### src/rtl/core/pcpd_pkg.sv
// ----------------------------------------------------------------------------
// pcpd_pkg
// Shared types, constants and the rotation-code function of the preamble
// correlator.
// ----------------------------------------------------------------------------
package pcpd_pkg;

    localparam int PREAMBLE_MAX = 64;
    localparam int PRE_AW       = $clog2(PREAMBLE_MAX);
    localparam int LEN_W        = 7;
    localparam int SEARCH_MAX   = 8192;
    localparam int SLEN_W       = 14;
    localparam int OFF_W        = 13;
    localparam int CNT_W        = 14;
    localparam int SAMPLE_BITS  = 12;
    localparam int COEF_BITS    = 8;
    localparam int PROD_W       = SAMPLE_BITS + COEF_BITS;
    localparam int CORR_W       = 27;
    localparam int MAG_W        = 52;
    localparam int ABS_W        = MAG_W / 2;
    localparam int DRAIN_CYC    = 4;
    localparam int CFG_IDX_W    = 2;
    localparam int CFG_DATA_W   = 52;

    localparam logic [CFG_IDX_W-1:0] REG_THRESHOLD    = 2'd0;
    localparam logic [CFG_IDX_W-1:0] REG_SEARCH_LEN   = 2'd1;
    localparam logic [CFG_IDX_W-1:0] REG_PREAMBLE_LEN = 2'd2;
    localparam logic [CFG_IDX_W-1:0] REG_MODE_QPSK    = 2'd3;

    localparam logic [MAG_W-1:0]  RST_THRESHOLD    = MAG_W'(3600);
    localparam logic [SLEN_W-1:0] RST_SEARCH_LEN   = SLEN_W'(256);
    localparam logic [LEN_W-1:0]  RST_PREAMBLE_LEN = LEN_W'(32);
    localparam logic              RST_MODE_QPSK    = 1'b1;

    localparam logic FUNC_COEF   = 1'b0;
    localparam logic FUNC_SAMPLE = 1'b1;

    localparam logic [1:0] ROT_P1 = 2'd0;
    localparam logic [1:0] ROT_PJ = 2'd1;
    localparam logic [1:0] ROT_M1 = 2'd2;
    localparam logic [1:0] ROT_MJ = 2'd3;

    localparam logic [1:0] QUAD_A = 2'd0;
    localparam logic [1:0] QUAD_B = 2'd1;
    localparam logic [1:0] QUAD_C = 2'd2;
    localparam logic [1:0] QUAD_D = 2'd3;

    typedef struct packed {
        logic signed [SAMPLE_BITS-1:0] re;
        logic signed [SAMPLE_BITS-1:0] im;
    } t_sample;

    typedef struct packed {
        logic signed [COEF_BITS-1:0] re;
        logic signed [COEF_BITS-1:0] im;
    } t_coef;

    typedef struct packed {
        logic shift;
        logic rot;
    } t_cell_ctl;

    typedef struct packed {
        logic clr;
        logic vld;
    } t_mac_ctl;

    function automatic logic [1:0] rotation_code(
        input logic signed [CORR_W-1:0] x_in,
        input logic signed [CORR_W-1:0] y_in,
        input logic                     qpsk
    );
        logic signed [CORR_W:0] x;
        logic signed [CORR_W:0] y;
        logic [1:0]             q;
        logic [1:0]             code;
        x = (CORR_W+1)'(x_in);
        y = (CORR_W+1)'(y_in);
        if ((x == '0 && y == '0) || (y <= x && y > -x)) begin
            q = QUAD_A;
        end else if (y > x && y >= -x) begin
            q = QUAD_B;
        end else if (y < -x && y >= x) begin
            q = QUAD_C;
        end else begin
            q = QUAD_D;
        end
        unique case (q)
            QUAD_A:  code = qpsk ? ROT_PJ : ROT_M1;
            QUAD_B:  code = qpsk ? ROT_P1 : ROT_PJ;
            QUAD_C:  code = qpsk ? ROT_MJ : ROT_P1;
            default: code = qpsk ? ROT_M1 : ROT_MJ;
        endcase
        return code;
    endfunction

endpackage

### src/rtl/core/pcpd_cell.sv
// ----------------------------------------------------------------------------
// pcpd_cell
// One tap of the sample ring: loads from its upstream neighbor on a new
// sample, from its downstream neighbor while the ring circulates.
// ----------------------------------------------------------------------------
module pcpd_cell (
    input  logic               i_clk,
    input  logic               i_rst_n,
    input  pcpd_pkg::t_cell_ctl i_ctl,
    input  pcpd_pkg::t_sample   i_prev,
    input  pcpd_pkg::t_sample   i_next,
    output pcpd_pkg::t_sample   o_q
);
    import pcpd_pkg::*;

    t_sample r_q;
    t_sample n_q;

    always_comb begin
        n_q = r_q;
        if (i_ctl.shift) begin
            n_q = i_prev;
        end else if (i_ctl.rot) begin
            n_q = i_next;
        end
    end

    always_ff @(posedge i_clk) begin
        if (!i_rst_n) begin
            r_q <= '0;
        end else begin
            r_q <= n_q;
        end
    end

    assign o_q = r_q;

endmodule

### config.mk
export PLATFORM = sky130hd
export DESIGN_NAME = pcpd_cell
export DESIGN_NICKNAME = d
export VERILOG_FILES = /design/src/rtl/core/pcpd_pkg.sv /design/src/rtl/core/pcpd_cell.sv
export SDC_FILE = /design/constraint.sdc
export NUM_CORES = 1
export LEC_CHECK = 0
export BUFFER_PORTS_ARGS = -buffer_cell sky130_fd_sc_hd__buf_2
export CORE_MARGIN = 2
export CORE_UTILIZATION = 46
export CTS_CLUSTER_SIZE = 24
export DETAILED_ROUTE_END_ITERATION = 7
export PLACE_DENSITY_LB_ADDON = 0.25
export SLEW_MARGIN = 10
export SYNTH_ARGS = -nofsm -noshare
export SYNTH_HDL_FRONTEND = slang
export SYNTH_SLANG_ARGS = --single-unit
### constraint.sdc
create_clock -name i_clk -period 3.7 [get_ports i_clk]
set_input_delay 1.11 -clock i_clk [delete_from_list [all_inputs] [get_ports i_clk]]
set_output_delay 1.11 -clock i_clk [all_outputs]
set_load 0.03 [all_outputs]
After elaboration in Yosys (flattened, before gate mapping):

Cells that the tools add are included.

* input port bits: 52
* word-level logic and storage cells: 5
* flip-flop bits (word level): 24

* muxes and demuxes: 2
* reductions and logical operators: 1

Operators by type and width (number)
* 24-bit 2-to-1 mux: 2
* 2-bit nonzero test: 1

Longest topological paths before layout:

* depth after elaboration: 2
* gate-level depth with buffers: 4

Least setup slack after synthesis:

OpenSTA, ideal clock, no wires.

* kind: input port to flip-flop
* start: input port i_ctl[0] (netlist bit)
* end: register r_q, in the netlist o_q[0]
* arrival: 1.841 ns
* cell stages on the path: 4
* path slack: 1.743 ns
* data required time: 3.584 ns
* path through: buf_6 -> buf_12 -> mux2_4 -> o211a_1

* longest elaborated chain between the ends: 1

Ends and longest elaborated chain
* start, declared: RTL line pcpd_cell.sv:9 `input pcpd_pkg::t_cell_ctl i_ctl,`
* 2-bit nonzero test (no line)
* end signal, assigned: RTL line pcpd_cell.sv:32 `r_q <= n_q;`
* end, declared: RTL line pcpd_cell.sv:16 `t_sample r_q;`

No other way between the ends.
A chain may end at the register's enable or synchronous reset.

Worst setup path after layout:

* start: input port i_ctl[0] (netlist bit)
* end: register r_q, in the netlist o_q[23]

The elaborated chain is that of the path after synthesis.

==> run summary <==
In the post-synthesis netlist, the biggest area contributors are dfxtp_1 (37%), mux2_4 (23%), o211a_1 (19%), nand2b_1 (12%), mux2_2 (3.5%). The smallest hold slack is 0.620 ns. The summed negative setup slack over all endpoints is 0 ns. The number of remaining DRC errors came out at 0. In the synthesized netlist the async set-or-reset flop fraction comes to 0%. The pin slew with the least headroom to its limit came out at 0.783 ns. The number of global-route vias before repair is 1,009. The number of nets in the layout is 228. In this run the horizontal extent of the chip is 57.1 microns. The reported max-cap violation count came out at 0. The flip-flop count of the largest register after layout came out at 24.

Dividing the synthesized area by the synthesized cell count gives 12.2 sq um. The data required time at the worst endpoint is 3.91 ns. The top achievable clock speed came out at 477 MHz.

The number of antenna violations at the first check in global routing is 0. The TritonCTS sink count came out at 24. The count of final max-slew check failures came out at 0. Multiplexer cells account for 26.6% of the synthesized area. The post-layout worst setup margin came out at 1.60 ns.

Across the VDD grid, the largest voltage drop is 0.307 mV. The core outline area came out at 0.00271 sq mm. The full die area is 0.00326 sq mm. The post-route cell area came out at 0.00167 sq mm. For this configuration, the core starts out at a cell density of 47.9%. The clock slew at the register clock pins of the worst setup and hold paths came out at 0.14 ns. The floorplan has 19 rows. The critical path's slowest cell is buf_2. The critical path arrival is 2.31 ns. In the global route stage, overall resource usage came out at 16.1%. Setup violations remaining at the end of the flow were counted as 0. The worst slack at placement came out at 1.25 ns. Post-CTS repair changed the size of 0 cells. The type of element capturing the critical path is a register.

The number of clock buffers inserted by TritonCTS came out at 3. The die outline height came out at 57.1 microns. STA classifies the critical path startpoint as a primary input. Clock skew on the completed layout was measured at 0 ns. The synthesized design contains 0 enable-type register cells.

In the synthesized netlist the dominant register cell turns out to be dfxtp_1. Summing all placed instances gives a cell area of 0.00163 sq mm. The source-to-sink clock delay at the later pin of the worst-skew pair came out at 0.30 ns.

The wire length per cell came out at 13.2 microns. Of all nets on the critical path, the largest fanout is 24. The portion of the clock cycle consumed by the worst path in the final layout came out at 56.7%. Input and output buffers added on the ports amount to 75. The dominant combinational cell family by area after synthesis is multiplexers. The diode insertion count for antenna repair came out at 0. The detailed router's first-iteration violation count came out at 20. In this design, the stage delay of the slowest critical-path cell is 0.57 ns. The worst pin sits at a relative slew slack of 47.8%. The count of pins on the block boundary came out at 76. The share of the synthesized area in compound gates (AO/OA/AOI/OAI) came out at 18.5%.

The XOR/XNOR share of the synthesized area is 0%. The flop and latch count out of synthesis came out at 24. The worst setup path is of the primary input to register kind. The number of nets still failing antenna checks after routing is 0. Compared with the post-synthesis result, the final layout area differs by 28.4%. Setup repair after global routing left no endpoint under its margin. The total placed cells including tap cells is 202. Using the TritonRoute via totals, the vias-per-cell ratio works out to 5.08. The maximum buffer depth of the clock tree came out at 2.

The clock root buffer is clkbuf_4. The count of warnings emitted by yosys is 0. The first-pass detailed-route iteration total came out at 4. Counting every net in the synthesized netlist gives 158.

TritonCTS built the clock tree. The number of distinct library cells after synthesis came out at 9. The power per cell area is 356 mW/mm^2. The post-synthesis share of cell area spent on full adders, half adders and majority gates came out at 0%. The largest area contributor in the synthesized netlist is dfxtp_1. The post-synthesis instance total came out at 106.

After Yosys synthesis, and, or, nand and nor cells account for 11.6% of the synthesized area. The final hold violation count came out at 0. The placed wire-length estimate after detailed placement came out at 1900 microns. CTS built an H-tree with a depth of 1. The commonest cells after synthesis are dfxtp_1 (24), nand2b_1 (24), o211a_1 (24). The cell area after synthesis came out at 0.00130 sq mm.

The area share of the largest cell type after synthesis is 37.0%. In this run, post-CTS hold repair placed 0 buffers. The critical path goes through buf_2 > mux2_2 > o211a_1.

The worst min-delay path class is register to register. The number of post-CTS setup repair buffers came out at 0. Wires add up to 2720 microns. The via total after detailed routing came out at 1,047.

The total congestion overflow is 0. The routability-driven placement congestion ratio came out at 0.660. Entering global routing, the biggest net connects 49 pins. The portion of the post-synthesis area used by sequential elements is 37.0%. The filler-free cell count of the finished design came out at 206. The layout cell share with drive strength beyond 1 came out at 58.9%. The static leakage came out at 1.02 nW.

The wire length of the first global-routing pass came out at 4200 microns. The run finished with clean final reports. The clock period could shrink to 2.10 ns.
-- layer usage --
metal / vias to the layer above / track usage (%) / wire length [microns]
met3: 2 / 2.04 / 149
met2: 36 / 28.9 / 1410
met5: - / 0 / 0
li1: 517 / - / -
met4: 0 / 5.98 / 19
met1: 492 / 19.5 / 1140
-- worst max-delay path: cells and delay by family --
kind            cells  cell delay [ns]
compound gates      1             0.21
buf+inv             1             0.57
mux                 1             0.41
-- layout make-up --
type / count / area [sq um]
tap: 31 / 38.8
fill: 251 / 1040
multi-input combinational: 72 / 736
timing repair buffer: 75 / 375
sequential: 24 / 480
clock buffer: 4 / 36.3
-- stage by stage --
stage,total power [W],util (%)
after floorplan,0.000414,-
after global placement,0.000457,60.2
after detailed placement,0.000462,60.2
after CTS,0.000604,61.5
after global routing,0.000625,61.5
final,0.000593,61.5
-- layout by cell type, fill, tap and decap left out --
cell type	n
buf_2	75
clkbuf_8	1
mux2_2	4
mux2_4	20
clkbuf_4	3
dfxtp_1	24
o211a_1	24
nand2b_1	24
-- cells by family after synthesis --
logic type      count (synthesis)
flops                          24
simple gates                   24
compound gates                 24
buf+inv                        10
mux                            24
-- path summary, 6_finish.rpt --
path                                from  slack, ns  endpoint  cells after the start
worst min-delay path             o_q[20]       0.62   o_q[20]                      2
worst max register to register    o_q[9]       2.81    o_q[9]                      2
worst max-delay path            i_ctl[0]       1.60   o_q[23]                      3
worst min register to register   o_q[20]       0.62   o_q[20]                      2
-- report_power, final --
part	internal (W)	total, W	switching (W)
sequential	0.000278	0.000288	0.00000927
combinational	0.0000831	0.000167	0.0000838
clock	0.0000600	0.000138	0.0000780
Power figures use the tool's default switching activity.
