<file path="src/rtl/core/pcpd_pkg.sv">
// ----------------------------------------------------------------------------
// pcpd_pkg
// Shared types, constants and the rotation-code function of the preamble
// correlator.
// ----------------------------------------------------------------------------
package pcpd_pkg;

    localparam int PREAMBLE_MAX = 64;
    localparam int PRE_AW       = $clog2(PREAMBLE_MAX);
    localparam int LEN_W        = 7;
    localparam int SEARCH_MAX   = 8192;
    localparam int SLEN_W       = 14;
    localparam int OFF_W        = 13;
    localparam int CNT_W        = 14;
    localparam int SAMPLE_BITS  = 12;
    localparam int COEF_BITS    = 8;
    localparam int PROD_W       = SAMPLE_BITS + COEF_BITS;
    localparam int CORR_W       = 27;
    localparam int MAG_W        = 52;
    localparam int ABS_W        = MAG_W / 2;
    localparam int DRAIN_CYC    = 4;
    localparam int CFG_IDX_W    = 2;
    localparam int CFG_DATA_W   = 52;

    localparam logic [CFG_IDX_W-1:0] REG_THRESHOLD    = 2'd0;
    localparam logic [CFG_IDX_W-1:0] REG_SEARCH_LEN   = 2'd1;
    localparam logic [CFG_IDX_W-1:0] REG_PREAMBLE_LEN = 2'd2;
    localparam logic [CFG_IDX_W-1:0] REG_MODE_QPSK    = 2'd3;

    localparam logic [MAG_W-1:0]  RST_THRESHOLD    = MAG_W'(3600);
    localparam logic [SLEN_W-1:0] RST_SEARCH_LEN   = SLEN_W'(256);
    localparam logic [LEN_W-1:0]  RST_PREAMBLE_LEN = LEN_W'(32);
    localparam logic              RST_MODE_QPSK    = 1'b1;

    localparam logic FUNC_COEF   = 1'b0;
    localparam logic FUNC_SAMPLE = 1'b1;

    localparam logic [1:0] ROT_P1 = 2'd0;
    localparam logic [1:0] ROT_PJ = 2'd1;
    localparam logic [1:0] ROT_M1 = 2'd2;
    localparam logic [1:0] ROT_MJ = 2'd3;

    localparam logic [1:0] QUAD_A = 2'd0;
    localparam logic [1:0] QUAD_B = 2'd1;
    localparam logic [1:0] QUAD_C = 2'd2;
    localparam logic [1:0] QUAD_D = 2'd3;

    typedef struct packed {
        logic signed [SAMPLE_BITS-1:0] re;
        logic signed [SAMPLE_BITS-1:0] im;
    } t_sample;

    typedef struct packed {
        logic signed [COEF_BITS-1:0] re;
        logic signed [COEF_BITS-1:0] im;
    } t_coef;

    typedef struct packed {
        logic shift;
        logic rot;
    } t_cell_ctl;

    typedef struct packed {
        logic clr;
        logic vld;
    } t_mac_ctl;

    function automatic logic [1:0] rotation_code(
        input logic signed [CORR_W-1:0] x_in,
        input logic signed [CORR_W-1:0] y_in,
        input logic                     qpsk
    );
        logic signed [CORR_W:0] x;
        logic signed [CORR_W:0] y;
        logic [1:0]             q;
        logic [1:0]             code;
        x = (CORR_W+1)'(x_in);
        y = (CORR_W+1)'(y_in);
        if ((x == '0 && y == '0) || (y <= x && y > -x)) begin
            q = QUAD_A;
        end else if (y > x && y >= -x) begin
            q = QUAD_B;
        end else if (y < -x && y >= x) begin
            q = QUAD_C;
        end else begin
            q = QUAD_D;
        end
        unique case (q)
            QUAD_A:  code = qpsk ? ROT_PJ : ROT_M1;
            QUAD_B:  code = qpsk ? ROT_P1 : ROT_PJ;
            QUAD_C:  code = qpsk ? ROT_MJ : ROT_P1;
            default: code = qpsk ? ROT_M1 : ROT_MJ;
        endcase
        return code;
    endfunction

endpackage

</file>
<file path="src/rtl/core/pcpd_mac.sv">
// ----------------------------------------------------------------------------
// pcpd_mac
// Complex multiply-accumulate with squared-magnitude output.
// Stages: products, accumulate, squares, sum.
// ----------------------------------------------------------------------------
module pcpd_mac (
    input  logic                                i_clk,
    input  logic                                i_rst_n,
    input  pcpd_pkg::t_mac_ctl                  i_ctl,
    input  pcpd_pkg::t_sample                   i_tap,
    input  pcpd_pkg::t_coef                     i_coef,
    output logic signed [pcpd_pkg::CORR_W-1:0]  o_corr_re,
    output logic signed [pcpd_pkg::CORR_W-1:0]  o_corr_im,
    output logic [pcpd_pkg::MAG_W-1:0]          o_mag_sq
);
    import pcpd_pkg::*;

    logic                     r_pvld;
    logic signed [PROD_W-1:0] r_ac;
    logic signed [PROD_W-1:0] r_bd;
    logic signed [PROD_W-1:0] r_ad;
    logic signed [PROD_W-1:0] r_bc;
    logic signed [CORR_W-1:0] r_re;
    logic signed [CORR_W-1:0] r_im;
    logic [MAG_W-1:0]         r_sq_re;
    logic [MAG_W-1:0]         r_sq_im;
    logic [MAG_W-1:0]         r_mag;
    logic [ABS_W-1:0]         w_abs_re;
    logic [ABS_W-1:0]         w_abs_im;
    logic [MAG_W:0]           w_sum;

    always_ff @(posedge i_clk) begin
        if (!i_rst_n) begin
            r_pvld <= 1'b0;
        end else begin
            r_pvld <= i_ctl.vld;
        end
    end

    always_ff @(posedge i_clk) begin
        r_ac <= i_coef.re * i_tap.re;
        r_bd <= i_coef.im * i_tap.im;
        r_ad <= i_coef.re * i_tap.im;
        r_bc <= i_coef.im * i_tap.re;
    end

    always_ff @(posedge i_clk) begin
        if (i_ctl.clr) begin
            r_re <= '0;
            r_im <= '0;
        end else if (r_pvld) begin
            r_re <= r_re + CORR_W'(r_ac) - CORR_W'(r_bd);
            r_im <= r_im + CORR_W'(r_ad) + CORR_W'(r_bc);
        end
    end

    assign w_abs_re = r_re[CORR_W-1] ? ABS_W'(-r_re) : ABS_W'(r_re);
    assign w_abs_im = r_im[CORR_W-1] ? ABS_W'(-r_im) : ABS_W'(r_im);
    assign w_sum    = {1'b0, r_sq_re} + {1'b0, r_sq_im};

    always_ff @(posedge i_clk) begin
        r_sq_re <= w_abs_re * w_abs_re;
        r_sq_im <= w_abs_im * w_abs_im;
        r_mag   <= w_sum[MAG_W] ? '1 : w_sum[MAG_W-1:0];
    end

    assign o_corr_re = r_re;
    assign o_corr_im = r_im;
    assign o_mag_sq  = r_mag;

endmodule

</file>
<file path="config.mk">
export PLATFORM = sky130hd
export DESIGN_NAME = pcpd_mac
export DESIGN_NICKNAME = d
export VERILOG_FILES = /design/src/rtl/core/pcpd_pkg.sv /design/src/rtl/core/pcpd_mac.sv
export SDC_FILE = /design/constraint.sdc
export NUM_CORES = 2
export LEC_CHECK = 0
export BUFFER_PORTS_ARGS = -buffer_cell sky130_fd_sc_hd__buf_2
export CAP_MARGIN = 30
export CORE_ASPECT_RATIO = 0.75
export CORE_MARGIN = 1
export CORE_UTILIZATION = 51
export DETAILED_ROUTE_END_ITERATION = 8
export HOLD_SLACK_MARGIN = 0.06
export PLACE_DENSITY = 0.67
export SYNTH_ARGS = -nofsm -noshare
export SYNTH_HDL_FRONTEND = slang
export SYNTH_SLANG_ARGS = --single-unit
</file>
<file path="constraint.sdc">
create_clock -name i_clk -period 26.8 [get_ports i_clk]
set_clock_uncertainty 0.1 [all_clocks]
set_input_delay 8.04 -clock i_clk [delete_from_list [all_inputs] [get_ports i_clk]]
set_output_delay 8.04 -clock i_clk [all_outputs]
set_load 0.1 [all_outputs]
</file>
Yosys cells after proc, flatten, opt, wreduce, memory -nomap -nowiden --
Cells that the tools add are included.
Word-level totals: bits of input ports 44, word-level logic and storage cells 25, flip-flop bits (word level) 291, output and inout bits 106
Operators by class: mux-type cells 2, multipliers 6, add/subtract/negate cells 7
Operators with widths (count):
- multiplier 26 x 26 -> 52 bit | 2
- adder 27 x 20 -> 27 bit | 3
- multiplier 8 x 12 -> 20 bit | 4
- adder 52 x 52 -> 53 bit | 1
- 2-to-1 mux 26 bit | 2
- negation 26 bit | 2
- subtractor 27 x 20 -> 27 bit | 1

Logic depth before layout (Yosys ltp) --
depth after elaboration 3, mapped depth 37, mapped depth without buffers 34

Least setup slack after synthesis --
No wires, ideal clock.
path type input to register, from input i_coef[15] (netlist bit), to register r_ac[18], data arrival time 12343 ps, data required time 26594 ps, stages on the path 19, buffers on the path 1, path slack 14251 ps, cell sequence clkbuf_1 > inv_1 > fa_1 > fa_1 > inv_1 > fa_1 > inv_1 > fa_1 > inv_1 > ha_1 > o21ai_0 > a21boi_0 > o21ai_0 > nand2_1 > a21o_1 > a21oi_1 > a2bb2oi_1 > a211oi_1 > o311ai_0
Between the ends: longest elaborated chain between the ends 1
RTL lines:
- start: declaration | RTL line pcpd_mac.sv:11 | input pcpd_pkg::t_coef i_coef,
- multiplier 8 x 12 -> 20 bit | RTL line pcpd_mac.sv:41 | r_ac <= i_coef.re * i_tap.re;
- end signal: assignment | RTL line pcpd_mac.sv:41
- end: declaration | RTL line pcpd_mac.sv:19 | logic signed [PROD_W-1:0] r_ac;
No other way between the ends. A chain may end at the register's enable or synchronous reset.

Final worst setup path --
from input i_coef[7] (netlist bit), to register r_bd[19]
Between the ends: longest elaborated chain between the ends 1
RTL lines:
- multiplier 8 x 12 -> 20 bit | RTL line pcpd_mac.sv:42 | r_bd <= i_coef.im * i_tap.im;
- end signal: assignment | RTL line pcpd_mac.sv:42
- end: declaration | RTL line pcpd_mac.sv:20 | logic signed [PROD_W-1:0] r_bd;
No other way between the ends.

==> results.txt <==
Initial antenna violation count = 6
GR Util All Layers = 0.2679
Metal1 wirelength = 73820 um
WS Path Type = in2reg
Post-Synth XOR/XNOR Area = 0.04355
Quantity of I/O buffers inserted on ports = 149
Final Cycle Share = 0.4805
Max layer used = met5
Met3 wire length = 13040 um
Crit path cell chain = buf_2 > inv_1 > fa_1 > fa_1 > inv_1 > fa_1 > inv_1 > fa_1 > inv_1 > ha_1 > inv_1 > o21ai_0 > a21oi_1 > o21a_1 > o21ai_0 > o41ai_1 > o2111ai_1 > a21oi_1 > xnor2_1
Max_slew headroom = 0.3244
Largest family of logic cells by synthesized area = adder cells
Final instance area = 0.06934 mm2
Placed cell areas = 0.06812 mm2
Post-Syn Instances = 7207
Setup TNS Final = 0 ns
Post-CTS Hold Fix Bufs = 0
CTS tree = done
Vias in the first global route = 50443
DR iter-0 viols = 2984
Num rows = 113
Clock sinks = 289
Largest net degree at the start of global routing = 58
Clk root buf = clkbuf_16
Post-synth ARST share = 0
Reg clk slew, reported paths = 0.06 ns
Post-CTS resize count = 0
Fillers = 11613
WP data arrival = 13.27 ns
Unrepaired setup endpoints after global routing = false
HPWL Detailed = 139400 um
Synth area leader = fa_1
WP buf/inv = 6
Worst Path Required = 27.19 ns
Htree depth = 2
Final min period = 12.88 ns
Number of buffers inserted by post-CTS setup repair = 0
YS warnings = 0
Starting density of the core = 0.5152
Die width = 415.6 um
Drt pass-1 iters = 5
Maxcap violations = 0
Cell with the largest stage delay on the worst path = o41ai_1
Area Growth Syn to Fin = 6.002%
Setup-failing EPs final = 0
Drt wl/cell = 18.78 um
Worst slew pin tran = 1.012 ns
Fin. Hold Viols = 0
Top post-synthesis cells by area = fa_1 43%, ha_1 12%, inv_1 11%
Nets@finish = 9339
Commonest cells after routing, fill and taps aside = 1927 x inv_1, 1396 x fa_1, 631 x ha_1
Final hold slack = 0.4408 ns
Post-synthesis mux area share = 0.006713
Distinct cell type count after synthesis = 94
Outcome = finished clean
Main synth FF type = dfxtp_1
Crit-path max FO = 23
#FFs+latches synth = 289
Max-slew violations = 0
Metal2 WL = 76040 um
Seq/Total Area, Yosys = 0.08844
Syn Nets = 9278
# DRC = 0
Worst-skew pair later-pin latency = 0.57 ns
IO Pins = 150
Crit end category = flop
Share of cells above drive strength 1 = 0.04717
Largest stage delay on the critical path = 0.65 ns
Fmax = 77.65 MHz
Layout Cells excl Fill = 8962
ANT nets after route = 0
Worst hold path type = reg2reg
Critical Path Most Common Cell = inv_1
Vias per cell = 5.283
Critical Path Source Type = input port
Synth Area in Simple Gates = 0.1190
Syn Area/Cell = 9.077 um2
CTS buffer count = 34
DR vias = 47344
Core area = 0.1270 mm2
Final WL = 168300 um
Die area = 0.1297 mm2
Area share of the largest cell type after synthesis = 0.4272
Post-synthesis compound-gate area fraction = 0.07128
Clk buf depth = 3
Mapped cell area = 0.06542 mm2
First-pass GRT wire length = 273100 um
Gpl congestion = 0.9499
Number of flops mapped to enable cells by yosys = 0
Synthesized-area fraction occupied by adder cells = 0.5479
Grt ovf = 0
Commonest non-fill, non-tap cell in the layout = inv_1
Delay-heaviest family, CP = adder cells
DP Cell Count = 8899
Die Y = 312.2 um
[tightest hold or removal path, stage by stage, from the launching register on]
cell and delay (ns):
dfxtp_1 0.33, mux2i_1 0.12, nor2_1 0.05
[per-layer routing]
metal	track usage	vias up
met3	0.04370	259
met5	0	-
met1	0.3784	23856
met4	0.07690	2
li1	-	21633
met2	0.4267	1594
[final timing paths]
check,start,to,slack (ns),depth (start not counted)
min reg2reg,o_corr_re[23]$_SDFFE_PP0P_,o_corr_re[23]$_SDFFE_PP0P_,0.44,2
min,o_corr_re[23]$_SDFFE_PP0P_,o_corr_re[23]$_SDFFE_PP0P_,0.44,2
max reg2reg,o_corr_im[0]$_SDFFE_PP0P_,r_sq_im[51]$_DFF_P_,15.98,33
max,i_coef[7],r_bd[19]$_DFF_P_,13.92,19
[logic make-up after synthesis]
logic type / after synthesis
buf+inv: 2141
fa+ha+maj: 2027
simple gates: 1689
compound gates: 697
xor+xnor: 321
flops: 289
mux: 43
[state kept, by name, summed over array words and instances, names as in the netlist]
signal     count
r_sq_re       51
o_corr_re     27
r_sq_im       51
r_pvld         1
r_ad          20
o_mag_sq      52
r_bd          20
r_bc          20
r_ac          20
o_corr_im     27
[stage by stage]
step	setup WS, ns	utilization
after global routing	13.59	0.5462
after global placement	13.50	0.5365
after floorplan	14.25	-
after detailed placement	13.40	0.5365
final	13.92	0.5462
after CTS	14.01	0.5461
[synth_stat cells, types with 18 or more instances]
| master | instances |
|---|---|
| nand4_1 | 27 |
| and2_1 | 233 |
| o21bai_1 | 37 |
| o21ai_0 | 118 |
| a21oi_1 | 190 |
| nor3_1 | 43 |
| ha_1 | 631 |
| or3_1 | 18 |
| and3_1 | 27 |
| nand2b_1 | 84 |
| nand2_1 | 619 |
| dfxtp_1 | 289 |
| inv_1 | 1927 |
| fa_1 | 1396 |
| a21o_1 | 127 |
| nand3_1 | 68 |
| xor2_1 | 88 |
| a211oi_1 | 20 |
| nor2_1 | 476 |
| nor2b_1 | 39 |
| mux2i_1 | 39 |
| clkbuf_1 | 169 |
| xnor2_1 | 228 |
| a31oi_1 | 25 |
| o21a_1 | 38 |
[final cells by class]
class	count	area, um2	area share
flip-flops and latches	289	5789	0.08349
inverters	1941	7286	0.1051
well taps	1667	2086	0.03008
clock inverters	14	239.0	0.003446
repair buffers	225	1316	0.01898
diodes	3	7.507	0.0001083
multi-input cells	4777	51640	0.7448
clock buffers	46	975.9	0.01407
Power is left out: the tool's default activity adds up to more than one toggle a clock period on the data nets, which glitch-free logic cannot reach.
